[config.mk]
export PLATFORM = sky130hd
export DESIGN_NAME = ara_cell
export DESIGN_NICKNAME = d
export VERILOG_FILES = /design/src/rtl/ara_pkg.sv /design/src/rtl/ara_cell.sv
export SDC_FILE = /design/constraint.sdc
export NUM_CORES = 1
export LEC_CHECK = 0
export BUFFER_PORTS_ARGS = -buffer_cell sky130_fd_sc_hd__buf_4
export CAP_MARGIN = 10
export CORE_UTILIZATION = 35
export DETAILED_ROUTE_END_ITERATION = 12
export PLACE_DENSITY = 0.66
export SLEW_MARGIN = 5
export SYNTH_ARGS = -nofsm -noshare
export SYNTH_HDL_FRONTEND = slang
export SYNTH_SLANG_ARGS = --single-unit
[constraint.sdc]
create_clock -name clock -period 5.4 [get_ports clock]
set_clock_uncertainty 0.1 [all_clocks]
set_input_delay 0.81 -clock clock [delete_from_list [all_inputs] [get_ports clock]]
set_output_delay 0.81 -clock clock [all_outputs]
set_load 0.005 [all_outputs]
[src/rtl/ara_pkg.sv]
// ---------------------------------------------------------------------------
// Aligned range allocator package
// Shared types, constants and helper functions of the range allocator.
// ---------------------------------------------------------------------------
package ara_pkg;

   localparam int MAX_RANGES     = 64;
   localparam int PAGE_BITS      = 36;
   localparam int COUNT_BITS     = PAGE_BITS + 1;
   localparam int WIDE_BITS      = PAGE_BITS + 2;
   localparam int ORDER_BITS     = 6;
   localparam int TREE_LEVELS    = $clog2(MAX_RANGES);
   localparam int TREE_LEAVES    = 1 << TREE_LEVELS;
   localparam int USED_BITS      = $clog2(MAX_RANGES + 1);
   localparam int CSR_INDEX_BITS = 1;

   localparam logic [WIDE_BITS-1:0] PAGE_SPACE = WIDE_BITS'(1) << PAGE_BITS;

   localparam logic [1:0] CMD_RESERVE  = 2'd0;
   localparam logic [1:0] CMD_ALLOCATE = 2'd1;
   localparam logic [1:0] CMD_LOOKUP   = 2'd2;

   localparam logic [CSR_INDEX_BITS-1:0] CSR_ARENA_BASE  = 1'd0;
   localparam logic [CSR_INDEX_BITS-1:0] CSR_ARENA_COUNT = 1'd1;

   typedef enum logic [2:0] {
      ST_OK      = 3'd0,
      ST_NOSPACE = 3'd1,
      ST_BAD     = 3'd2,
      ST_FULL    = 3'd3,
      ST_MISS    = 3'd4
   } status_type;

   typedef enum logic [1:0] {
      S_IDLE,
      S_BUSY,
      S_FINISH
   } state_type;

   typedef struct packed {
      logic [1:0]            cmd;
      logic [PAGE_BITS-1:0]  request_page;
      logic [COUNT_BITS-1:0] span_pages;
      logic [ORDER_BITS-1:0] align_order;
   } req_type;

   typedef struct packed {
      logic [2:0]            status;
      logic [PAGE_BITS-1:0]  base_page;
      logic [COUNT_BITS-1:0] found_pages;
      logic                  found_kind;
   } rsp_type;

   typedef struct packed {
      logic [PAGE_BITS-1:0]  base;
      logic [COUNT_BITS-1:0] pages;
      logic                  kind;
   } entry_type;

   // Request view broadcast from the sequencer to every cell.
   typedef struct packed {
      logic                  lookup;
      logic [PAGE_BITS-1:0]  page;
      logic [WIDE_BITS-1:0]  req_end;
      logic [COUNT_BITS-1:0] size;
      logic [PAGE_BITS-1:0]  mask;
      logic [PAGE_BITS-1:0]  zone_lo;
      logic [WIDE_BITS-1:0]  zone_hi;
      logic                  insert;
      entry_type             new_entry;
   } bcast_type;

   typedef struct packed {
      logic                  found;
      logic                  overlap;
      logic [PAGE_BITS-1:0]  value;
      logic [COUNT_BITS-1:0] pages;
      logic                  kind;
   } node_type;

   typedef struct packed {
      logic                 ok;
      logic [PAGE_BITS-1:0] top;
   } gap_type;

   // Highest aligned base of a gap whose bounds are already clamped to the arena.
   function automatic gap_type gap_check(input logic [WIDE_BITS-1:0]  lo,
                                         input logic [WIDE_BITS-1:0]  hi,
                                         input logic [COUNT_BITS-1:0] size,
                                         input logic [PAGE_BITS-1:0]  mask);
      gap_type              g;
      logic [WIDE_BITS-1:0] diff;
      logic [WIDE_BITS-1:0] top;
      logic [WIDE_BITS-1:0] bot;
      logic [WIDE_BITS-1:0] wmask;
      wmask = WIDE_BITS'(mask);
      diff  = hi - lo;
      top   = (hi - WIDE_BITS'(size)) & ~wmask;
      bot   = (lo + wmask) & ~wmask;
      g.ok  = (hi > lo) && (diff >= WIDE_BITS'(size)) && (top >= bot);
      g.top = top[PAGE_BITS-1:0];
      return g;
   endfunction

   // The upper child wins, so automatic placement takes the highest gap.
   function automatic node_type node_pick(input node_type lo, input node_type hi);
      node_type n;
      n         = hi.found ? hi : lo;
      n.found   = lo.found | hi.found;
      n.overlap = lo.overlap | hi.overlap;
      return n;
   endfunction

endpackage

[src/rtl/ara_cell.sv]
// ---------------------------------------------------------------------------
// Range table cell
// Holds one table entry, evaluates its gap, hit and overlap against the
// current request, and shifts up by one place on an insert below it.
// ---------------------------------------------------------------------------
module ara_cell (
   input  logic                          clock,
   input  logic                          reset,
   input  ara_pkg::bcast_type            bcast,
   input  logic                          left_valid,
   input  logic                          left_keep,
   input  ara_pkg::entry_type            left_entry,
   input  logic                          right_valid,
   input  logic [ara_pkg::PAGE_BITS-1:0] right_base,
   output logic                          valid,
   output logic                          keep,
   output ara_pkg::entry_type            entry,
   output ara_pkg::node_type             leaf
);

   logic                          valid_ff, valid_in;
   ara_pkg::entry_type            entry_ff, entry_in;
   logic [ara_pkg::WIDE_BITS-1:0] lo_ff, lo_in;
   logic [ara_pkg::WIDE_BITS-1:0] hi_ff, hi_in;
   logic [ara_pkg::WIDE_BITS-1:0] end_ff, end_in;
   ara_pkg::node_type             leaf_ff, leaf_in;
   logic [ara_pkg::WIDE_BITS-1:0] hi_raw;
   logic [ara_pkg::WIDE_BITS-1:0] base_w;
   logic [ara_pkg::WIDE_BITS-1:0] page_w;
   ara_pkg::gap_type              gap;
   logic                          hit;
   logic                          ovl;

   assign valid = valid_ff;
   assign entry = entry_ff;
   assign leaf  = leaf_ff;
   assign keep  = valid_ff && (entry_ff.base <= bcast.new_entry.base);

   always_comb begin
      base_w = ara_pkg::WIDE_BITS'(entry_ff.base);
      page_w = ara_pkg::WIDE_BITS'(bcast.page);

      // First stage: the gap above this entry, clamped to the arena.
      end_in = base_w + ara_pkg::WIDE_BITS'(entry_ff.pages);
      hi_raw = right_valid ? ara_pkg::WIDE_BITS'(right_base) : bcast.zone_hi;
      lo_in  = (end_in < ara_pkg::WIDE_BITS'(bcast.zone_lo)) ?
               ara_pkg::WIDE_BITS'(bcast.zone_lo) : end_in;
      hi_in  = (hi_raw > bcast.zone_hi) ? bcast.zone_hi : hi_raw;

      // Second stage: fit, lookup hit and overlap with the requested range.
      gap = ara_pkg::gap_check(lo_ff, hi_ff, bcast.size, bcast.mask);
      hit = (base_w <= page_w) && (page_w < end_ff);
      ovl = (base_w < bcast.req_end) && (page_w < end_ff);
      leaf_in.found   = valid_ff && (bcast.lookup ? hit : gap.ok);
      leaf_in.overlap = valid_ff && ovl;
      leaf_in.value   = bcast.lookup ? entry_ff.base : gap.top;
      leaf_in.pages   = entry_ff.pages;
      leaf_in.kind    = entry_ff.kind;

      // An entry above the new base moves up one place; the first one takes
      // the new entry.
      valid_in = valid_ff;
      entry_in = entry_ff;
      if (bcast.insert && !keep) begin
         if (left_keep) begin
            valid_in = 1'b1;
            entry_in = bcast.new_entry;
         end else begin
            valid_in = left_valid;
            entry_in = left_entry;
         end
      end
   end

   always_ff @(posedge clock) begin
      if (reset) begin
         valid_ff <= 1'b0;
      end else begin
         valid_ff <= valid_in;
      end
   end

   always_ff @(posedge clock) begin
      entry_ff <= entry_in;
      lo_ff    <= lo_in;
      hi_ff    <= hi_in;
      end_ff   <= end_in;
      leaf_ff  <= leaf_in;
   end

endmodule

==> impl_metrics.tcl <==
set metrics [dict create \
    number_of_buffers_inserted_for_hold_repair_after_clock_tree_synthesis 0 \
    cts_buffers 36 \
    antenna_found_initial 11 \
    yosys_register_bits 265 \
    cts-root-to-sink-buffers 3 \
    maximum_level_of_the_cts_h_tree 2 \
    worst-endpoint-arrival_ns 6.13 \
    grt_setup_unrepaired "true" \
    synth.lib_cells_used.distinct 84 \
    hpwl_um 75300 \
    synthesized_instance_count 2716 \
    areaGrowthSynthToFinish_pct 31.6 \
    average_size_of_a_mapped_cell_um2 8.84 \
    vias 22400 \
    count_of_pins_over_their_slew_limit 0 \
    outcome "finished with violations" \
    grt_overflow 0 \
    critical_path_peak_fanout 5 \
    final.hold.worst_slack_ns 0.298 \
    grt_first_pass_wirelength_um 133000 \
    prevailing_post_synth_register_cell "dfxtp_1" \
    route.antenna.remaining_nets 0 \
    wl_per_cell_um 20.9 \
    violations "setup timing" \
    detail_route.vias_per_cell 5.20 \
    grt_start_max_net_pins 65 \
    worst_pin_slew_ns 0.962 \
    syn-num-nets 3566 \
    timing.setup.critical_path_class "flop to flop" \
    detail_route.first_pass.iterations 6 \
    share_of_the_clock_period_used_by_the_worst_path_after_layout_pct 107 \
    max-slew-margin-rel_pct 35.2 \
    die_height_um 264 \
    critPathRequiredTime_ns 5.74 \
    total_leakage_power_uw 0.0161 \
    ys_async_sr_fraction_pct 0 \
    detailedRoute.firstIterationViolations 1274 \
    fmax_ghz 0.173 \
    final-hold-violation-count 0 \
    number_of_clock_sinks_seen_by_cts 265 \
    synth_edf_count 74 \
    place.port_buffers 563 \
    design_area_um2 31600 \
    timing.critical_path.to_type "flop" \
    die_area_um2 69600 \
    layout_cells_sized_above_1_pct 29.5 \
    floorplan.io_pins 564 \
    layout_min_cycle_time_ns 5.79 \
    start_util_pct 35.6 \
    grt_use_total_pct 25.1 \
    coreArea_um2 67500 \
    yosysWarnings 0 \
    power_density_nw_per_um2 377 \
    wl_um 89800 \
    max-cap-violations 0 \
    clock_insertion_delay_worst_skew_ns 0.56 \
    finish.net_count 4247 \
    drcViolationCount 0 \
    clk_pin_slew_worst_paths_ns 0.06 \
    tritoncts "done" \
    cell_chosen_for_the_clock_root "clkbuf_16" \
    finalWeightedCongestion 0.932 \
    report.final.setup_viol 36 \
    die-width_um 264 \
    std_cell_rows 95 \
    number_of_global_route_vias_before_repair 22200 \
    hold_path_class "flop to flop" \
    syn_area_um2 24000 \
    post-route-worst-setup-slack_ns -0.390 \
    sequential_fraction_of_the_synthesis_area_pct 25.2 \
    fin_tns_setup_ns -11.54 \
    worstSetupStartpointType "flop" \
    ir_worst_vdd_mv 0.216 \
    dpl-instance-area_um2 30000 \
]
==> final timing paths <==
kind | slack, ns | cells past startpoint | startpoint | end
worst max-delay path | -0.39 | 23 | entry[38] | lo_ff[25]
worst min-delay path | 0.30 | 0 | entry[0] | leaf[0]
worst max register to register | -0.39 | 23 | entry[38] | lo_ff[25]
worst min register to register | 0.30 | 0 | entry[0] | leaf[0]
==> placed cells by master, fill, tap and decap left out, drive strengths merged, types with 26 or more instances in the layout <==
cell type and count:
o21ai 148, nand2 127, edfxtp 74, nor3 26, inv 338, a21o 144, xnor2 75, nand2b 51
a21oi 200, clkbuf 53, nor2b 38, buf 732, dfxtp 191, nand4 79, mux2 159, ha 434
nand3 38, xor2 35, nor2 135, o21bai 28, a211oi 30, o21a 28
==> cells in the mapped netlist (26+ instances only) <==
library cell  instances  share of area (%)
a211oi_1             29               0.91
a21o_1              141                4.4
a21oi_1             200                4.2
buf_4                38                1.2
clkbuf_1             41               0.64
dfxtp_1             191                 16
edfxtp_1             74                9.3
ha_1                434                 23
inv_1               338                5.3
mux2_2              130                6.1
mux2_4               29                1.8
nand2_1             127                2.0
nand2b_1             51                1.3
nand3_1              38               0.79
nand4_1              79                2.1
nor2_1              135                2.1
nor2b_1              38               0.99
nor3_1               26               0.54
o21a_1               28               0.88
o21ai_0             148                3.1
o21bai_1             28               0.88
xnor2_1              75                2.7
xor2_1               35                1.3
==> cells by family after synthesis <==
group | share of synthesized area, %
muxes | 8.25
xor gates and xnor gates | 4.01
and+or+nand+nor | 12.5
AOI/OAI and AO/OA | 19.5
buffers and inverters | 7.55
adders and majority gates | 23.0
DFF | 25.2
==> repair_timing <==
item | in CTS | in global routing
buffers inserted | 11 | 3
setup endpoints to repair | 36 | 37
pin swaps | 2 | 3
gates resized for setup | 18 | 19
cloned | 4 | 0
==> critical path: stages (launching register included) <==
cell,delay [ns]
edfxtp_1,0.41
ha_2,0.21
fa_2,0.38
a21oi_4,0.17
o21bai_2,0.11
nor4_2,0.18
buf_4,0.19
buf_4,0.11
o2111ai_2,0.17
nand4_1,0.19
a31oi_1,0.12
o41a_2,0.41
nand4_1,0.10
nand3_1,0.11
ha_1,0.20
a21o_2,0.21
a211oi_2,0.29
or4b_4,0.53
a221oi_2,0.29
a21bo_1,0.25
a211o_4,0.31
buf_12,0.16
buf_16,0.15
mux2_4,0.29
==> area by class of cell <==
type | count | area, um2
Antenna cell | 9 | 22.5
Clock buffer | 53 | 1090
Clock inverter | 11 | 119
Fill cell | 6578 | 35900
Inverter | 338 | 1270
Multi-Input combinational cell | 2024 | 16300
Sequential cell | 265 | 6050
Tap cell | 873 | 1090
Timing Repair Buffer | 732 | 5630
==> where the power goes <==
part           leakage (uW)  total [uW]  switching, uW  internal, uW
logic                0.0132        6690           3470          3220
registers           0.00233        2740            317          2430
clock network      0.000588        2460            972          1490
total                0.0161       11900           4760          7140
==> layer usage <==
metal	up-vias	routed length, um	GRT usage [%]	share of wire (%)
met4	4	2130	6.82	2.4
met2	601	43900	44.0	49
li1	11100	-	-	-
met1	10500	38800	31.3	43
met3	119	4910	4.43	5.5
met5	-	28	0	0.031
==> through the flow <==
stage                     util, %  worst slack (ns)  power (uW)  std cells
final                        46.8            -0.390       11900       4305
after global routing         46.8            -0.642       12800       4304
after CTS                    46.6            -0.423       11900       4294
after detailed placement     44.4            -0.615        9180       4215
after global placement       44.4            -0.519        9130       4215
after floorplan                 -           0.00502        7040       2716
==> state kept, by name, indices dropped and copies added (netlist names) <==
signal / cells
leaf: 76
entry: 74
end_ff: 38
hi_ff: 38
lo_ff: 38
valid: 1
Power figures use the tool's default switching activity.
